--- config.mk ---
export PLATFORM = sky130hd
export DESIGN_NAME = ctc_queue
export DESIGN_NICKNAME = d
export VERILOG_FILES = /design/src/sv/ctc_pkg.sv /design/src/sv/ctc_queue.sv
export SDC_FILE = /design/constraint.sdc
export NUM_CORES = 1
export LEC_CHECK = 0
export ABC_AREA = 1
export CORE_AREA = 2 2 201 203
export CTS_BUF_LIST = sky130_fd_sc_hd__clkbuf_8
export DETAILED_ROUTE_END_ITERATION = 10
export DIE_AREA = 0 0 203 205
export DONT_BUFFER_PORTS = 1
export PLACE_DENSITY_LB_ADDON = 0.2
export SKIP_LAST_GASP = 1
export SYNTH_ARGS = -nofsm -noshare
export SYNTH_HDL_FRONTEND = slang
export SYNTH_SLANG_ARGS = --single-unit
--- constraint.sdc ---
create_clock -name clock -period 14.3 [get_ports clock]
set_input_delay 2.145 -clock clock [delete_from_list [all_inputs] [get_ports clock]]
set_output_delay 2.145 -clock clock [all_outputs]
set_load 0.005 [all_outputs]
--- src/sv/ctc_pkg.sv ---
// ----------------------------------------------------------------------------
// ctc_pkg
// Shared widths, types, register codes and the tetrahedron table of the cube
// connectivity block.
// ----------------------------------------------------------------------------
package ctc_pkg;

   localparam int COORD_W       = 8;
   localparam int COUNT_W       = 9;
   localparam int LINE_W        = COUNT_W + 1;
   localparam int NODE_W        = 27;
   localparam int TET_W         = 5;
   localparam int SEL_W         = 3;
   localparam int CSR_IDX_W     = 2;
   localparam int TETS_PER_CUBE = 24;
   localparam int NUM_FACES     = 6;
   localparam int QUEUE_DEPTH   = 2;

   localparam logic [TET_W-1:0] LAST_TET = TET_W'(TETS_PER_CUBE - 1);

   typedef logic [NODE_W-1:0]  node_type;
   typedef logic [COORD_W-1:0] coord_type;
   typedef logic [COUNT_W-1:0] count_type;
   typedef logic [LINE_W-1:0]  line_type;
   typedef logic [TET_W-1:0]   tet_type;
   typedef logic [SEL_W-1:0]   sel_type;

   typedef enum logic [CSR_IDX_W-1:0] {
      REG_BLOCKS_X = 2'd0,
      REG_BLOCKS_Y = 2'd1,
      REG_BLOCKS_Z = 2'd2
   } csr_reg_type;

   // faces: z-low, x-high, z-high, x-low, y-low, y-high
   typedef struct packed {
      logic                       bad;
      node_type                   corner0;
      line_type                   line;
      node_type                   slice;
      node_type [NUM_FACES-1:0]   face;
      node_type                   body;
   } cube_rec_type;

   typedef struct packed {
      sel_type face_sel;
      sel_type corner_a;
      sel_type corner_b;
   } tet_entry_type;

   function automatic tet_entry_type tet_entry(input tet_type t);
      tet_entry_type e;
      unique case (t)
         5'd0:  e = '{3'd0, 3'd0, 3'd1};
         5'd1:  e = '{3'd0, 3'd1, 3'd3};
         5'd2:  e = '{3'd0, 3'd3, 3'd2};
         5'd3:  e = '{3'd0, 3'd2, 3'd0};
         5'd4:  e = '{3'd1, 3'd1, 3'd5};
         5'd5:  e = '{3'd1, 3'd5, 3'd7};
         5'd6:  e = '{3'd1, 3'd7, 3'd3};
         5'd7:  e = '{3'd1, 3'd3, 3'd1};
         5'd8:  e = '{3'd2, 3'd5, 3'd4};
         5'd9:  e = '{3'd2, 3'd4, 3'd6};
         5'd10: e = '{3'd2, 3'd6, 3'd7};
         5'd11: e = '{3'd2, 3'd7, 3'd5};
         5'd12: e = '{3'd3, 3'd4, 3'd0};
         5'd13: e = '{3'd3, 3'd0, 3'd2};
         5'd14: e = '{3'd3, 3'd2, 3'd6};
         5'd15: e = '{3'd3, 3'd6, 3'd4};
         5'd16: e = '{3'd4, 3'd1, 3'd0};
         5'd17: e = '{3'd4, 3'd0, 3'd4};
         5'd18: e = '{3'd4, 3'd4, 3'd5};
         5'd19: e = '{3'd4, 3'd5, 3'd1};
         5'd20: e = '{3'd5, 3'd2, 3'd3};
         5'd21: e = '{3'd5, 3'd3, 3'd7};
         5'd22: e = '{3'd5, 3'd7, 3'd6};
         5'd23: e = '{3'd5, 3'd6, 3'd2};
         default: e = '0;
      endcase
      return e;
   endfunction

endpackage

--- src/sv/ctc_queue.sv ---
// ----------------------------------------------------------------------------
// ctc_queue
// Short queue of prepared cube records between the front and back parts.
// ----------------------------------------------------------------------------
module ctc_queue (
   input  logic                  clock,
   input  logic                  reset,
   input  logic                  push_valid,
   output logic                  push_ready,
   input  ctc_pkg::cube_rec_type push_data,
   output logic                  head_valid,
   output ctc_pkg::cube_rec_type head_data,
   input  logic                  pop
);

   localparam int PTR_W = (ctc_pkg::QUEUE_DEPTH > 1) ? $clog2(ctc_pkg::QUEUE_DEPTH) : 1;
   localparam int CNT_W = $clog2(ctc_pkg::QUEUE_DEPTH + 1);
   localparam logic [PTR_W-1:0] PTR_LAST = PTR_W'(ctc_pkg::QUEUE_DEPTH - 1);
   localparam logic [CNT_W-1:0] CNT_FULL = CNT_W'(ctc_pkg::QUEUE_DEPTH);

   ctc_pkg::cube_rec_type entries_ff [ctc_pkg::QUEUE_DEPTH];
   logic [PTR_W-1:0]      wr_ptr_ff, wr_ptr_in, rd_ptr_ff, rd_ptr_in;
   logic [CNT_W-1:0]      count_ff, count_in;
   logic                  do_push, do_pop;

   assign push_ready = (count_ff != CNT_FULL);
   assign head_valid = (count_ff != '0);
   assign head_data  = entries_ff[rd_ptr_ff];

   always_comb begin
      do_push   = push_valid && push_ready;
      do_pop    = pop && head_valid;
      wr_ptr_in = wr_ptr_ff;
      rd_ptr_in = rd_ptr_ff;
      if (do_push) wr_ptr_in = (wr_ptr_ff == PTR_LAST) ? '0 : wr_ptr_ff + PTR_W'(1);
      if (do_pop)  rd_ptr_in = (rd_ptr_ff == PTR_LAST) ? '0 : rd_ptr_ff + PTR_W'(1);
      unique case ({do_push, do_pop})
         2'b10:   count_in = count_ff + CNT_W'(1);
         2'b01:   count_in = count_ff - CNT_W'(1);
         default: count_in = count_ff;
      endcase
   end

   always_ff @(posedge clock) begin
      if (reset) begin
         wr_ptr_ff <= '0;
         rd_ptr_ff <= '0;
         count_ff  <= '0;
      end else begin
         wr_ptr_ff <= wr_ptr_in;
         rd_ptr_ff <= rd_ptr_in;
         count_ff  <= count_in;
      end
   end

   always_ff @(posedge clock) begin
      if (do_push) entries_ff[wr_ptr_ff] <= push_data;
   end

endmodule

==> results of run 1 <==
report_power, final:
part           switching [W]  total, W  internal, W
sequential         0.0000497   0.00190      0.00185
combinational       0.000268  0.000469     0.000201
clock               0.000534   0.00112     0.000591
state kept, by name (all words and copies together), names as in the netlist, named ones only:
name,count
wr_ptr_ff,1
rd_ptr_ff,1
entries_ff,508
count_ff,2
layout make-up:
type                            instances  area, um^2  share of cell area, %
Clock inverter                         61         354                   1.70
Antenna cell                            3        7.51                 0.0361
Clock buffer                           82        1130                   5.42
Timing Repair Buffer                    8        72.6                  0.349
Inverter                                8        30.0                  0.144
Sequential cell                       513       15400                   73.8
Multi-Input combinational cell        279        3210                   15.4
Tap cell                              525         657                   3.16
synthesized netlist by cell type:
| cell | number |
|---|---|
| buf_2 | 10 |
| buf_6 | 7 |
| mux2_4 | 60 |
| inv_1 | 8 |
| buf_4 | 11 |
| nand4_1 | 1 |
| nand2_1 | 8 |
| a21oi_1 | 2 |
| dfxtp_1 | 5 |
| o21ai_0 | 3 |
| ha_1 | 1 |
| nor2_1 | 10 |
| mux2_2 | 194 |
| edfxtp_1 | 508 |
layout by cell type (no fill, tap or decap):
cell type | synthesis | final
dfxtp_1 | 5 | 4
nand2_1 | 8 | 8
a21oi_1 | 2 | 2
ha_1 | 1 | 1
inv_8 | 0 | 2
nor2_1 | 10 | 8
mux2_4 | 60 | 60
clkinv_2 | 0 | 12
inv_6 | 0 | 1
mux2_2 | 194 | 194
bufinv_16 | 0 | 3
edfxtp_1 | 508 | 508
diode_2 | 0 | 3
inv_1 | 8 | 23
clkinv_1 | 0 | 25
dfxtp_4 | 0 | 1
clkbuf_8 | 0 | 82
nand4_1 | 1 | 1
buf_12 | 0 | 1
buf_4 | 11 | 7
nor2_4 | 0 | 2
clkinvlp_4 | 0 | 3
o21ai_0 | 3 | 3
routing by layer:
layer | vias up | routed length [um] | global-route usage [%]
met4 | 0 | 772 | 5.47
met1 | 3865 | 12200 | 16.8
li1 | 3419 | - | -
met3 | 60 | 5790 | 12.5
met2 | 431 | 19000 | 29.6
met5 | - | 0 | 0
cells by family after synthesis:
group / Yosys count / share of synthesized area, %
DFF: 513 / 81.7
muxes: 254 / 16.4
buffers and inverters: 36 / 1.28
and+or+nand+nor: 19 / 0.393
AOI/OAI and AO/OA: 5 / 0.133
adders and majority gates: 1 / 0.0666
critical path: stages, from the launching register on:
cell,delay (ns)
dfxtp_4,0.87
buf_4,0.91
buf_4,0.87
mux2_2,0.44
metrics by stage:
| stage | hold slack (ns) | std cells |
|---|---|---|
| global placement | 0.479 | 1333 |
| global route | 0.545 | 1477 |
| finish | 0.513 | 1479 |
| detailed placement | 0.503 | 1333 |
| floorplan | 0.465 | 828 |
| CTS | 0.510 | 1476 |
path summary, 6_finish.rpt:
kind / startpoint / slack [ns] / endpoint
setup / recovery: flip-flop / 8.29 / head_data[112]
hold / removal: rd_ptr_ff / 0.51 / flip-flop
setup reg to reg: count_ff[0] / 10.50 / entries_ff[0][215]
hold reg to reg: rd_ptr_ff / 0.51 / flip-flop
==> results by stage, run 1 <==
Detailed routing:
- The detailed router placed 7775 vias in this run.
- The average wire length per cell after detail routing is around 25 um.
- The DRC violation count after routing is 0.
- Using the TritonRoute via totals, the vias-per-cell ratio works out to ~5.3.
- After the first detailed-routing iteration, the DRC count stood at between 400 and 500.
- Once detail routing completed, the nets flagged for antenna violations numbered 0.
- The first TritonRoute pass finished after 4 iterations.
- For this block, the routed nets add up to 37700 um of wire.

Clocking:
- Post-CTS repair changed the size of 0 cells.
- The cts-stage hold buffer count is 0.
- CTS saw between 500 and 600 sinks.
- At the later pin of the worst-skew pair, clock insertion delay measures 0.62 ns.
- The number of clock buffers added by TritonCTS is 80.
- The clock slew at the register clock pins of the worst setup and hold paths is 0.05 ns.
- The H-tree was split into 3 levels.
- The TritonCTS clock tree is yes.
- The number of setup buffers added after CTS is 0.
- The root buffer cell chosen for the clock tree is clkbuf_8.
- Counting along the longest clock path gives a buffer depth of 3.

GRT:
- The initial antenna violation count is 2.
- The leftover overflow at the end of global routing is 0.
- The first global-routing pass estimated approximately 53000 um of wire.
- Entering global routing, the biggest net connects 190 pins.
- The number of global-route vias before repair is around 8300.
- The overall fraction of global-route tracks in use is 17.5%.

Synthesis:
- The fraction of synthesized cell area taken by the top area cell type is 81.2%.
- The cell area that synthesis handed to floorplanning was 0.0188 mm^2.
- The average instance in the mapped netlist occupies 22.7 um^2.
- The number of warnings issued by yosys is 0.
- The largest total area in the synthesized netlist belongs to edfxtp_1.
- The synthesized design contains 513 register bits.
- The gate count after technology mapping is 828.
- In this run, distinct cell masters in the synthesized netlist total 14.
- The share of the Yosys chip area taken by registers is 81.7%.
- The net count after synthesis is 1087.
- Yosys attributes the largest share of cell area to edfxtp_1 (81%), mux2_2 (12%), mux2_4 (4.8%).

STA:
- In the final timing run, aggregate negative setup slack is 0 ns.
- The achievable clock frequency is approximately 170 MHz.
- Setup violations remaining at the end of the flow were counted as 0.
- The smallest setup slack after layout is 8.29 ns.
- For the pin with the worst max-slew slack, the measured transition is roughly 1.3 ns.
- The count of pins over their slew limit is 0.
- The setup clock skew after layout is around 0.027 ns.
- The final period demand of the worst path is around 6.0 ns.
- Setup repair after global routing left no endpoint under its margin.
- The count of endpoints failing hold in the final timing report is 0.
- The post-route clock period utilization is 42.0%.
- Measured against its own limit, the worst slew margin works out to 11.9%.

Floorplanning:
- The top-level port count is 514.
- In this run the horizontal extent of the chip is 203 um.
- The effective utilization at floorplan is 47.7%.
- The initialized floorplan defines 73 standard-cell rows.
- The die is 205 um tall.
- The core region is 0.0394 mm^2.
- The die covers approximately 0.042 mm^2.

Worst setup path:
- The worst setup path is launched from a flip-flop.
- The type of destination of the critical path is an output port.
- For the worst setup path, the data required time is 12.15 ns.
- The critical path class is reg -> out.
- The critical path arrival is 3.86 ns.
- The number of cells traversed by the worst register-to-register path is 6.
- In this run the worst path has a maximum fanout of between 70 and 80.

Pwr:
- The design draws 0.00349 W.
- VDD sags by at most 0.105 mV.
- The reported leakage power is 6.88 nW.
- The power per standard cell area is ~170 mW/mm^2.

Place:
- The count of buffers inserted at the top-level ports is 0.
- At the placement stage, the worst setup path has a slack of 8.87 ns.
- At the end of routability-driven placement, the weighted congestion stood at roughly 0.80.
- After legalization and detailed placement, the total HPWL measured 26300 um.
- Once placement finished, the instance area stood at 0.0193 mm^2.

Final layout:
- The fraction of final layout cells with drive strength greater than 1 is 38.7%.
- The layout has slightly above 3000 filler cells.
- The signed area change from the synthesized netlist to the final layout is 10.8%.
- The number of nets in the layout is 1149.
- The final instance area is around 0.021 mm^2.
- For this run, the share of the core covered by cells in the final layout is around 53%.

Hold path:
- The number of cells traversed by the worst hold path is 2.
- The path type of the worst min-delay path is reg -> reg.

Status:
- The flow ran to the end, and the final reports show no timing, DRC or antenna violations.

Job:
- The tool flagged a number of max-cap violations equal to 0.
(Power assumes the default switching activity.)
==> inputs of run 2 (changes only) <==
- clock period: 14.3 -> 6 ns (I/O delays scaled with it)
==> run 2 against run 1 <==
Net effect:
- hold slack got worse by 0.13 ns
- final area increased by 0.12%
- first-iteration DRC count increased by 10%
- critical endpoint is now head_data[126]
- final cell count about the same
- utilization increased by 0.064 points
- non-clock buffer count decreased by 2
==> results by stage, run 2 (synthesized netlist as in run 1, its figures left out) <==
Floorplanning:
- The floorplan step set the die height to roughly 210 um.
- The top-level port count is around 510.
- The chip width is 203 um.
- The total die area is 0.0416 mm^2.
- The initial utilization of the core area, before any placement, comes to between 40 and 50%.
- The floorplan step defined a core boundary enclosing 0.0394 mm^2.
- The standard-cell row count is 73.

STA:
- After layout, the worst path uses between 50% and 60% of the clock period.
- The achievable clock frequency is 290 MHz.
- The count of endpoints failing hold in the final timing report was 0.
- Clock skew on the completed layout was measured at 0.0244 ns.
- The total setup violations reported at the end of the flow is 0.
- The final period demand of the worst path is 3.45 ns.
- Setup slack on the critical path of the routed design comes to 2.55 ns.
- For the pin with the worst max-slew slack, the measured transition is ~0.9 ns.
- In this run the tightest slew margin relative to its limit is ~41%.
- Setup repair after global routing left no endpoint under its margin.
- The count of pins over their slew limit is 0.
- The setup TNS is 0 ns.

Clocking:
- TritonCTS created 80 clock buffers.
- The maximum clock insertion buffer count is 3.
- The number of hold buffers added after CTS was 0.
- The H-tree was split into 3 levels.
- For the worst-skew pair, the clock arrives at the later sink with an insertion delay of 0.61 ns.
- Clock tree synthesis found a total of 513 sinks.
- The library cell used as clock root buffer is clkbuf_8.
- The clock slew at the register clock pins of the worst setup and hold paths is 0.06 ns.
- Post-CTS timing repair inserted 0 buffers for setup.
- The TritonCTS clock tree is yes.
- The count of cells resized by post-cts repair is 0.

GRT:
- The overall fraction of global-route tracks in use is 17.6%.
- The first global-routing pass estimated 52900 um of wire.
- The initial antenna violation count is 1.
- Entering global routing, the biggest net connects 124 pins.
- The leftover overflow at the end of global routing is 0.
- The number of global-route vias before repair came to 8340.

Hold path:
- The path type of the worst min-delay path is in -> reg.

Detailed routing:
- After the first detailed-routing iteration, the DRC count stood at 508.
- The detailed-route via count is 7777.
- The ratio of routed vias to standard cells is 5.26.
- In this run the remaining antenna-violating nets after routing total 0.
- For this run, design rule violations remaining after detail routing come to 0.
- In the final routed layout, each cell accounts on average for 25.7 um.
- The post-detailed-routing wire length is 37900 um.
- Before antenna repair, the detailed router went through 4 iterations.

Final layout:
- In the final layout, the registers with the most flip-flops are entries_ff (508), count_ff (2).
- The number of nets in the layout is 1147.
- The fraction of final layout cells with drive strength greater than 1 is 38.4%.
- The area growth from synthesis to layout is 10.9%.
- Fill cells in the final layout number 3032.
- The register with the most flip-flops in the layout has ~510 of them.
- The storage element area is 0.0154 mm^2.
- The register with the most flip-flops is entries_ff.
- The library cell used most frequently in the layout, excluding fill and tap cells, is edfxtp_1.
- The antenna diode count is 0.
- The area used by multi-input combinational logic is 0.00321 mm^2.
- Leaving out fill and tap cells, the most frequent cells in the layout are edfxtp_1 (508), mux2_2 (194), clkbuf_8 (86).

Pwr:
- The reported leakage power is 6.91 nW.
- The power per standard cell area is 396 mW/mm^2.
- The design draws 0.00826 W.
- The maximum vdd ir drop is ~0.24 mV.

Worst setup path:
- Data arrives at the worst endpoint at 2.55 ns.
- The largest fanout on the critical path is 118.
- The critical path launch point type is a flip-flop.
- The stage delay of the slowest cell on the critical path is approximately 0.76 ns.
- The type of destination of the critical path is an output port.
- The critical path class is reg -> out.
- The slowest stage of the critical path is the dfxtp_4 cell.
- The worst path required time is around 5.1 ns.
- Walking the worst path, the cells encountered are buf_12 -> mux2_2.

Job:
- The count of maximum capacitance violations is 0.

Place:
- At the end of routability-driven placement, the weighted congestion stood at 0.774.
- Port buffering added 0 buffers.
- The worst slack at placement is 3.13 ns.
- Detailed placement finished with a half-perimeter wire length of 25900 um.

Status:
- The flow ran to the end, and the final reports show no timing, DRC or antenna violations.
[run 2: area by class of cell]
class	instances	share of cell area, %
Clock buffer	86	5.68
Sequential cell	513	73.7
Inverter	8	0.144
Clock inverter	61	1.36
Timing Repair Buffer	6	0.576
Multi-Input combinational cell	279	15.4
Tap cell	525	3.15
[run 2: path summary, 6_finish.rpt]
kind / from / endpoint / cells after the start / slack (ns)
setup reg to reg: count_ff[0] / entries_ff[0][202] / 5 / 3.35
setup / recovery: flip-flop / head_data[126] / 2 / 2.55
hold reg to reg: rd_ptr_ff / rd_ptr_ff / 2 / 0.52
hold / removal: push_data[26] / entries_ff[1][26] / 0 / 0.38
[run 2: critical path, delay by kind of cell (launching register included)]
kind | cells | cell delay [ns]
DFF | 1 | 0.76
muxes | 1 | 0.43
buffers and inverters | 1 | 0.53
[run 2: per-layer routing]
layer	track usage [%]	vias to the layer above	wire, um
met1	16.5	3841	12100
met4	8.79	2	1280
met5	0	-	13
met2	29.0	438	18700
met3	11.9	76	5800
li1	-	3420	-
[run 2: report_power, final]
group          internal [W]  switching, W
clock network       0.00137       0.00125
logic              0.000491      0.000649
registers           0.00439      0.000113
total               0.00625       0.00201
[run 2: stage by stage]
stage          utilization [%]  hold WS (ns)  cell area [um^2]  std cells
2_1_floorplan                -         0.465             18800        828
3_3_place_gp              49.2         0.481             19400       1331
3_5_place_dp              49.2         0.488             19400       1331
4_1_cts                   53.0         0.301             20800       1478
5_1_grt                   53.0         0.318             20800       1478
6_report                  53.0         0.379             20800       1478
