<file path="src/sv/ctc_pkg.sv">
// ----------------------------------------------------------------------------
// ctc_pkg
// Shared widths, types, register codes and the tetrahedron table of the cube
// connectivity block.
// ----------------------------------------------------------------------------
package ctc_pkg;

   localparam int COORD_W       = 8;
   localparam int COUNT_W       = 9;
   localparam int LINE_W        = COUNT_W + 1;
   localparam int NODE_W        = 27;
   localparam int TET_W         = 5;
   localparam int SEL_W         = 3;
   localparam int CSR_IDX_W     = 2;
   localparam int TETS_PER_CUBE = 24;
   localparam int NUM_FACES     = 6;
   localparam int QUEUE_DEPTH   = 2;

   localparam logic [TET_W-1:0] LAST_TET = TET_W'(TETS_PER_CUBE - 1);

   typedef logic [NODE_W-1:0]  node_type;
   typedef logic [COORD_W-1:0] coord_type;
   typedef logic [COUNT_W-1:0] count_type;
   typedef logic [LINE_W-1:0]  line_type;
   typedef logic [TET_W-1:0]   tet_type;
   typedef logic [SEL_W-1:0]   sel_type;

   typedef enum logic [CSR_IDX_W-1:0] {
      REG_BLOCKS_X = 2'd0,
      REG_BLOCKS_Y = 2'd1,
      REG_BLOCKS_Z = 2'd2
   } csr_reg_type;

   // faces: z-low, x-high, z-high, x-low, y-low, y-high
   typedef struct packed {
      logic                       bad;
      node_type                   corner0;
      line_type                   line;
      node_type                   slice;
      node_type [NUM_FACES-1:0]   face;
      node_type                   body;
   } cube_rec_type;

   typedef struct packed {
      sel_type face_sel;
      sel_type corner_a;
      sel_type corner_b;
   } tet_entry_type;

   function automatic tet_entry_type tet_entry(input tet_type t);
      tet_entry_type e;
      unique case (t)
         5'd0:  e = '{3'd0, 3'd0, 3'd1};
         5'd1:  e = '{3'd0, 3'd1, 3'd3};
         5'd2:  e = '{3'd0, 3'd3, 3'd2};
         5'd3:  e = '{3'd0, 3'd2, 3'd0};
         5'd4:  e = '{3'd1, 3'd1, 3'd5};
         5'd5:  e = '{3'd1, 3'd5, 3'd7};
         5'd6:  e = '{3'd1, 3'd7, 3'd3};
         5'd7:  e = '{3'd1, 3'd3, 3'd1};
         5'd8:  e = '{3'd2, 3'd5, 3'd4};
         5'd9:  e = '{3'd2, 3'd4, 3'd6};
         5'd10: e = '{3'd2, 3'd6, 3'd7};
         5'd11: e = '{3'd2, 3'd7, 3'd5};
         5'd12: e = '{3'd3, 3'd4, 3'd0};
         5'd13: e = '{3'd3, 3'd0, 3'd2};
         5'd14: e = '{3'd3, 3'd2, 3'd6};
         5'd15: e = '{3'd3, 3'd6, 3'd4};
         5'd16: e = '{3'd4, 3'd1, 3'd0};
         5'd17: e = '{3'd4, 3'd0, 3'd4};
         5'd18: e = '{3'd4, 3'd4, 3'd5};
         5'd19: e = '{3'd4, 3'd5, 3'd1};
         5'd20: e = '{3'd5, 3'd2, 3'd3};
         5'd21: e = '{3'd5, 3'd3, 3'd7};
         5'd22: e = '{3'd5, 3'd7, 3'd6};
         5'd23: e = '{3'd5, 3'd6, 3'd2};
         default: e = '0;
      endcase
      return e;
   endfunction

endpackage

</file>
<file path="src/sv/ctc_if.sv">
// ----------------------------------------------------------------------------
// ctc_if
// Valid/ready channels of the cube connectivity block: cube requests,
// tetrahedron responses and register writes.
// ----------------------------------------------------------------------------
interface ctc_req_if;
   logic                valid;
   logic                ready;
   ctc_pkg::coord_type  cube_x;
   ctc_pkg::coord_type  cube_y;
   ctc_pkg::coord_type  cube_z;

   modport source (output valid, output cube_x, output cube_y, output cube_z, input ready);
   modport sink   (input valid, input cube_x, input cube_y, input cube_z, output ready);
endinterface


interface ctc_csr_if;
   logic                             valid;
   logic                             ready;
   logic [ctc_pkg::CSR_IDX_W-1:0]    index;
   ctc_pkg::count_type               data;

   modport source (output valid, output index, output data, input ready);
   modport sink   (input valid, input index, input data, output ready);
endinterface

</file>
<file path="src/sv/ctc_front.sv">
// ----------------------------------------------------------------------------
// ctc_front
// Holds the grid registers, takes one cube, checks it against the grid and
// works out its corner base, face and body node numbers over a few steps.
// ----------------------------------------------------------------------------
module ctc_front #(
   parameter int MAX_BLOCKS = 256
) (
   input  logic                  clock,
   input  logic                  reset,
   ctc_req_if.sink               req_bus,
   ctc_csr_if.sink               csr_bus,
   output logic                  push_valid,
   input  logic                  push_ready,
   output ctc_pkg::cube_rec_type push_data
);

   typedef enum logic [9:0] {
      F_IDLE = 10'b00_0000_0001,
      F_MUL1 = 10'b00_0000_0010,
      F_MUL2 = 10'b00_0000_0100,
      F_MUL3 = 10'b00_0000_1000,
      F_MUL4 = 10'b00_0001_0000,
      F_MUL5 = 10'b00_0010_0000,
      F_SUM1 = 10'b00_0100_0000,
      F_SUM2 = 10'b00_1000_0000,
      F_SUM3 = 10'b01_0000_0000,
      F_PUSH = 10'b10_0000_0000
   } front_state_type;

   function automatic ctc_pkg::count_type sat_count(input ctc_pkg::count_type v);
      if (int'(v) > MAX_BLOCKS) begin
         return ctc_pkg::count_type'(MAX_BLOCKS);
      end
      return v;
   endfunction

   front_state_type        state_ff, state_in;
   ctc_pkg::count_type     blocks_x_ff, blocks_y_ff, blocks_z_ff;
   ctc_pkg::count_type     sat_x, sat_y, sat_z;
   logic                   accept, bad;

   ctc_pkg::coord_type     cx_ff, cy_ff, cz_ff;
   ctc_pkg::count_type     bx_ff, by_ff, bz_ff;
   ctc_pkg::line_type      line, by1, bz1;
   ctc_pkg::node_type      slice_ff, bxby_ff, jline_ff, jbx_ff, kby_ff, kbx_ff;
   ctc_pkg::node_type      basezf_ff, zfcnt_ff, xfcnt_ff, yfcnt_ff, kslice_ff, kbxby_ff;
   ctc_pkg::node_type      corner0_ff, center_ff, basexf_ff, xy_ff;
   ctc_pkg::node_type      czf_ff, cxf_ff, cyf_ff, cbd_ff;
   ctc_pkg::cube_rec_type  rec_ff;

   assign csr_bus.ready = 1'b1;

   always_ff @(posedge clock) begin
      if (reset) begin
         blocks_x_ff <= ctc_pkg::count_type'(1);
         blocks_y_ff <= ctc_pkg::count_type'(1);
         blocks_z_ff <= ctc_pkg::count_type'(1);
      end else if (csr_bus.valid) begin
         unique case (csr_bus.index)
            ctc_pkg::REG_BLOCKS_X: blocks_x_ff <= csr_bus.data;
            ctc_pkg::REG_BLOCKS_Y: blocks_y_ff <= csr_bus.data;
            ctc_pkg::REG_BLOCKS_Z: blocks_z_ff <= csr_bus.data;
            default: ;
         endcase
      end
   end

   always_comb begin
      sat_x  = sat_count(blocks_x_ff);
      sat_y  = sat_count(blocks_y_ff);
      sat_z  = sat_count(blocks_z_ff);
      bad    = ({1'b0, req_bus.cube_x} >= sat_x) || ({1'b0, req_bus.cube_y} >= sat_y) ||
               ({1'b0, req_bus.cube_z} >= sat_z);
      accept = req_bus.valid && req_bus.ready;
      line   = {1'b0, bx_ff} + ctc_pkg::line_type'(1);
      by1    = {1'b0, by_ff} + ctc_pkg::line_type'(1);
      bz1    = {1'b0, bz_ff} + ctc_pkg::line_type'(1);
   end

   assign req_bus.ready = (state_ff == F_IDLE);
   assign push_valid    = (state_ff == F_PUSH);
   assign push_data     = rec_ff;

   always_comb begin
      state_in = state_ff;
      unique case (state_ff)
         F_IDLE: if (accept) state_in = bad ? F_PUSH : F_MUL1;
         F_MUL1: state_in = F_MUL2;
         F_MUL2: state_in = F_MUL3;
         F_MUL3: state_in = F_MUL4;
         F_MUL4: state_in = F_MUL5;
         F_MUL5: state_in = F_SUM1;
         F_SUM1: state_in = F_SUM2;
         F_SUM2: state_in = F_SUM3;
         F_SUM3: state_in = F_PUSH;
         F_PUSH: if (push_ready) state_in = F_IDLE;
         default: state_in = F_IDLE;
      endcase
   end

   always_ff @(posedge clock) begin
      if (reset) begin
         state_ff <= F_IDLE;
      end else begin
         state_ff <= state_in;
      end
   end

   always_ff @(posedge clock) begin
      unique case (state_ff)
         F_IDLE: begin
            if (accept) begin
               cx_ff <= req_bus.cube_x;
               cy_ff <= req_bus.cube_y;
               cz_ff <= req_bus.cube_z;
               bx_ff <= sat_x;
               by_ff <= sat_y;
               bz_ff <= sat_z;
               rec_ff <= ctc_pkg::cube_rec_type'(
                            {bad, {($bits(ctc_pkg::cube_rec_type) - 1){1'b0}}});
            end
         end
         F_MUL1: begin
            slice_ff <= ctc_pkg::node_type'(line) * ctc_pkg::node_type'(by1);
            bxby_ff  <= ctc_pkg::node_type'(bx_ff) * ctc_pkg::node_type'(by_ff);
            jline_ff <= ctc_pkg::node_type'(cy_ff) * ctc_pkg::node_type'(line);
         end
         F_MUL2: begin
            jbx_ff <= ctc_pkg::node_type'(cy_ff) * ctc_pkg::node_type'(bx_ff);
            kby_ff <= ctc_pkg::node_type'(cz_ff) * ctc_pkg::node_type'(by_ff);
            kbx_ff <= ctc_pkg::node_type'(cz_ff) * ctc_pkg::node_type'(bx_ff);
         end
         F_MUL3: begin
            basezf_ff <= slice_ff * ctc_pkg::node_type'(bz1);
            zfcnt_ff  <= bxby_ff * ctc_pkg::node_type'(bz1);
         end
         F_MUL4: begin
            xfcnt_ff <= ctc_pkg::node_type'(bz_ff) * (slice_ff - ctc_pkg::node_type'(line));
            yfcnt_ff <= ctc_pkg::node_type'(bz_ff) * (bxby_ff + ctc_pkg::node_type'(bx_ff));
         end
         F_MUL5: begin
            kslice_ff <= ctc_pkg::node_type'(cz_ff) * slice_ff;
            kbxby_ff  <= ctc_pkg::node_type'(cz_ff) * bxby_ff;
         end
         F_SUM1: begin
            corner0_ff <= ctc_pkg::node_type'(cx_ff) + jline_ff + kslice_ff;
            center_ff  <= ctc_pkg::node_type'(cx_ff) + jbx_ff + kbxby_ff;
            basexf_ff  <= basezf_ff + zfcnt_ff;
            xy_ff      <= xfcnt_ff + yfcnt_ff;
         end
         F_SUM2: begin
            czf_ff <= basezf_ff + center_ff;
            cxf_ff <= basexf_ff + center_ff + ctc_pkg::node_type'(cy_ff) + kby_ff;
            cyf_ff <= basexf_ff + xfcnt_ff + center_ff + kbx_ff;
            cbd_ff <= basexf_ff + xy_ff + center_ff;
         end
         F_SUM3: begin
            rec_ff.bad     <= 1'b0;
            rec_ff.corner0 <= corner0_ff;
            rec_ff.line    <= line;
            rec_ff.slice   <= slice_ff;
            rec_ff.face[0] <= czf_ff;
            rec_ff.face[1] <= cxf_ff + ctc_pkg::node_type'(1);
            rec_ff.face[2] <= czf_ff + bxby_ff;
            rec_ff.face[3] <= cxf_ff;
            rec_ff.face[4] <= cyf_ff;
            rec_ff.face[5] <= cyf_ff + ctc_pkg::node_type'(bx_ff);
            rec_ff.body    <= cbd_ff;
         end
         F_PUSH: ;
         default: ;
      endcase
   end

endmodule

</file>
<file path="src/flat_wrapper.sv">
// flat-port wrapper written by rule: the top's interface ports become plain ports
module ctc_front_flat 
#(
   parameter int MAX_BLOCKS = 256
)
  (clock, reset, push_valid, push_ready, push_data, req_bus_valid, req_bus_cube_x, req_bus_cube_y, req_bus_cube_z, req_bus_ready, csr_bus_valid, csr_bus_index, csr_bus_data, csr_bus_ready);
  ctc_req_if req_bus_i ();
  ctc_csr_if csr_bus_i ();
  input  logic clock;
  input  logic reset;
  output logic push_valid;
  input  logic push_ready;
  output ctc_pkg::cube_rec_type push_data;
  input wire logic [$bits(req_bus_i.valid)-1:0] req_bus_valid;
  input wire logic [$bits(req_bus_i.cube_x)-1:0] req_bus_cube_x;
  input wire logic [$bits(req_bus_i.cube_y)-1:0] req_bus_cube_y;
  input wire logic [$bits(req_bus_i.cube_z)-1:0] req_bus_cube_z;
  output wire logic [$bits(req_bus_i.ready)-1:0] req_bus_ready;
  input wire logic [$bits(csr_bus_i.valid)-1:0] csr_bus_valid;
  input wire logic [$bits(csr_bus_i.index)-1:0] csr_bus_index;
  input wire logic [$bits(csr_bus_i.data)-1:0] csr_bus_data;
  output wire logic [$bits(csr_bus_i.ready)-1:0] csr_bus_ready;
  assign req_bus_i.valid = req_bus_valid;
  assign req_bus_i.cube_x = req_bus_cube_x;
  assign req_bus_i.cube_y = req_bus_cube_y;
  assign req_bus_i.cube_z = req_bus_cube_z;
  assign req_bus_ready = req_bus_i.ready;
  assign csr_bus_i.valid = csr_bus_valid;
  assign csr_bus_i.index = csr_bus_index;
  assign csr_bus_i.data = csr_bus_data;
  assign csr_bus_ready = csr_bus_i.ready;
  ctc_front #(.MAX_BLOCKS(MAX_BLOCKS)) u_core (.clock(clock), .reset(reset), .req_bus(req_bus_i), .csr_bus(csr_bus_i), .push_valid(push_valid), .push_ready(push_ready), .push_data(push_data));
endmodule
</file>
<file path="config.mk">
export PLATFORM = sky130hd
export DESIGN_NAME = ctc_front_flat
export DESIGN_NICKNAME = d
export VERILOG_FILES = /design/src/sv/ctc_pkg.sv /design/src/sv/ctc_if.sv /design/src/sv/ctc_front.sv /design/src/flat_wrapper.sv
export SDC_FILE = /design/constraint.sdc
export NUM_CORES = 2
export LEC_CHECK = 0
export BUFFER_PORTS_ARGS = -buffer_cell sky130_fd_sc_hd__buf_2
export CORE_ASPECT_RATIO = 1.1
export CORE_UTILIZATION = 35
export CTS_CLUSTER_SIZE = 28
export DETAILED_ROUTE_END_ITERATION = 10
export PLACE_DENSITY = 0.55
export SETUP_SLACK_MARGIN = 0.4
export SYNTH_ARGS = -nofsm -noshare
export SYNTH_HDL_FRONTEND = slang
export SYNTH_SLANG_ARGS = --single-unit
</file>
<file path="constraint.sdc">
create_clock -name clock -period 11.12 [get_ports clock]
set_input_delay 2.224 -clock clock [delete_from_list [all_inputs] [get_ports clock]]
set_output_delay 2.224 -clock clock [all_outputs]
set_load 0.02 [all_outputs]
</file>
==> metrics.txt <==
initial antenna violation count 18; Core ar. 252000 um2; cts bufs inserted 97; RSZ-0062 raised after global routing no; Synth area leaders edfxtp_1 (27%), fa_1 (25%), ha_1 (12%), and2_1 (5.2%), inv_1 (5.1%); Synth Instances 8703; Fin Setup TNS 0 ps; Setup CP Type reg -> reg; Final WS setup 2390 ps; final instance area 97300 um2; largest fanout on the critical path 31; switching share of power 0.480; GRT Overall Usage 0.205; Power Internal 17.7 mW; Seq pwr share 0.154; vias per std cell 5.08; R2R Path Start u_core.bx_ff[2]; worst path bufs/invs 5; Clk pwr share 0.099; r2r worst-path depth 33; Worst EP arrival 9210 ps; Die H 530 um; HP Start u_core.blocks_z_ff[0]; Hold Path Sink u_core.blocks_z_ff[0]; die area 255000 um2; Final Util 0.387; Avg Inst Size Synth 10.2 um2; post-DP HPWL 203000 um; met3 usage in global routing 0.0294; initial core utilization 0.352; vias in the first global route 65.7k; prevailing post-synth register cell edfxtp_1; Die Wd 482 um; maxcap violations 0; Tot Pwr 34.0 mW; register area share after synthesis 0.273; final hold violation count 0; H-tree Lvls 3; post-synthesis async set-or-reset flop share 0; area grow syn2layout 9.84%; Synth top cells by count inv_1 (1199), fa_1 (1120), nand2_1 (974); global-route wire length before repair 396000 um; Worst-path clk slew 70 ps; Hold WC Path Type reg -> reg; filler cell count 24.6k; Ports 297; dpl cells 12.1k; period utilization 0.785; yosys warns 0; crit path time final 8730 ps; GRT Residual Overflow 0; final setup fails 0; Top Usage Layer GRT met2; Seq cells post-synth 819; DR WL/cell 21.1 um; Port Buf Inserts 288; skew final 48.9 ps; Max-slew headroom 0.126; placed cell area 94000 um2; vias 62.5k; Slew Limit Fails 0; TritonCTS clock tree yes; Post-CTS Resized 0; Crit path largest cell delay 780 ps; Post-CTS Setup Repair Bufs 0; fmax 115 MHz; Max clock buf depth 3; layout net count 10.9k; P_sw 16.3 mW; largest net degree at the start of global routing 139; CP required 11600 ps; clock sink count 819; Leak 43.3 nW; Crit-path slowest cell xnor2_1; share of layout cells above drive strength 1 0.0703; Finished Layout Cells 12.3k; first-pass detailed-route iteration total 6; EDFF count, synth 782; crit path capture type flop; CTS root buf clkbuf_16; total wire length 259000 um; VDD IR max 0.000402 V; Hold Path Stages 1; Antenna Violating Nets Remaining 0; cts hold-fix bufs 0; DR DRC count 0; met1 usage 0.272; combinational power share 0.747; Placer Congestion 0.908; setup slack, reg-to-reg 2390 ps; delay-heaviest family, CP adder cells; startpoint types flop; post-synthesis cell type count 94; worst skew pair latency 760 ps; PwrDens 349 nW/um2; DP Worst Slack 2450 ps; Yosys top cell area share 0.265; met2 global-route usage 0.329; num rows 193; worst slew pin tran 1300 ps; cell taking the most area after synthesis edfxtp_1; synthesized cell area 88600 um2; most numerous cell in the Yosys netlist inv_1; Crit Reg-Reg Endpoint u_core.xfcnt_ff[20]; status complete, no violations; hold_ws 461 ps; DR iter-0 viols 4353
[worst reg2reg max path, delay by kind of cell (launching register included)]
| family | cells | cell delay (ps) |
|---|---|---|
| and+or+nand+nor | 7 | 1230 |
| buffers and inverters | 5 | 850 |
| AOI/OAI and AO/OA | 12 | 1860 |
| xor gates and xnor gates | 3 | 1530 |
| DFF | 1 | 330 |
| adders and majority gates | 6 | 2660 |
[cell usage in the layout (no fill, tap or decap), types with 37 or more instances in the layout]
master / netlist / layout
fa_1: 1120 / 1120
o21ai_0: 168 / 168
clkbuf_16: 0 / 97
a21o_1: 132 / 132
xor2_1: 150 / 148
nand2b_1: 93 / 93
nor2_1: 440 / 439
o21bai_1: 45 / 45
buf_2: 1 / 288
edfxtp_1: 782 / 782
and2_1: 743 / 743
and3_1: 64 / 64
nor3_1: 96 / 96
buf_4: 8 / 111
a21oi_1: 306 / 306
dfxtp_1: 37 / 37
nor2b_1: 139 / 139
ha_1: 844 / 844
inv_1: 1199 / 1194
a211oi_1: 54 / 54
nand2_1: 974 / 973
o21a_1: 73 / 73
xnor2_1: 399 / 394
nand3_1: 105 / 105
[layer usage]
metal	part of all wire	vias up
met5	0.000046	-
met1	0.44	31626
met2	0.45	1848
met4	0.052	2
met3	0.061	365
li1	-	28706
[area by class of cell]
class | instances | area, um2 | share of cell area
multi-input cells | 6380 | 58800 | 0.604
clock buffers | 113 | 2510 | 0.0258
inverters | 1199 | 4510 | 0.0463
diodes | 10 | 25.0 | 0.000257
flip-flops and latches | 819 | 24200 | 0.249
clock inverters | 66 | 823 | 0.00846
well taps | 3315 | 4150 | 0.0426
repair buffers | 400 | 2290 | 0.0236
[flip-flops by register name, summed over array words and instances, names as in the netlist, 27 cells and up]
signal             flops
u_core.basexf_ff      27
u_core.basezf_ff      27
u_core.cbd_ff         27
u_core.center_ff      27
u_core.corner0_ff     27
u_core.cxf_ff         27
u_core.cyf_ff         27
u_core.czf_ff         27
u_core.kslice_ff      27
u_core.push_data     247
u_core.xfcnt_ff       27
u_core.xy_ff          27
u_core.yfcnt_ff       27
u_core.zfcnt_ff       27
[how the worst max path moves through the flow]
| stage | from | endpoint | slack, ps | cells past startpoint |
|---|---|---|---|---|
| after floorplan | req_bus_valid | u_core.push_data[0] | 2930 | 2 |
| after global placement | u_core.bx_ff[3] | u_core.xfcnt_ff[20] | 2580 | 32 |
| after detailed placement | u_core.bx_ff[2] | u_core.xfcnt_ff[20] | 2450 | 33 |
| after CTS | u_core.bx_ff[3] | u_core.xfcnt_ff[20] | 2410 | 33 |
| after global routing | u_core.bx_ff[3] | u_core.xfcnt_ff[20] | 1810 | 32 |
| final | u_core.bx_ff[2] | u_core.xfcnt_ff[20] | 2390 | 33 |
[kinds of logic after synthesis]
family | share of synthesized area
other | 0.0000848
buffers and inverters | 0.0643
multiplexers | 0.00306
adder cells (fa/ha/maj) | 0.372
flip-flops | 0.273
AO/OA/AOI/OAI | 0.0764
AND/OR/NAND/NOR | 0.156
XOR/XNOR | 0.0544
[power groups by stage]
stage / logic [mW] / registers [mW] / clock network [mW]
detailed placement: 25.2 / 5.30 / 0
floorplan: 18.8 / 5.53 / 0
global route: 28.9 / 5.26 / 3.56
global placement: 24.8 / 5.30 / 0
CTS: 25.5 / 5.24 / 3.46
finish: 25.4 / 5.24 / 3.37
(Power assumes the default switching activity.)
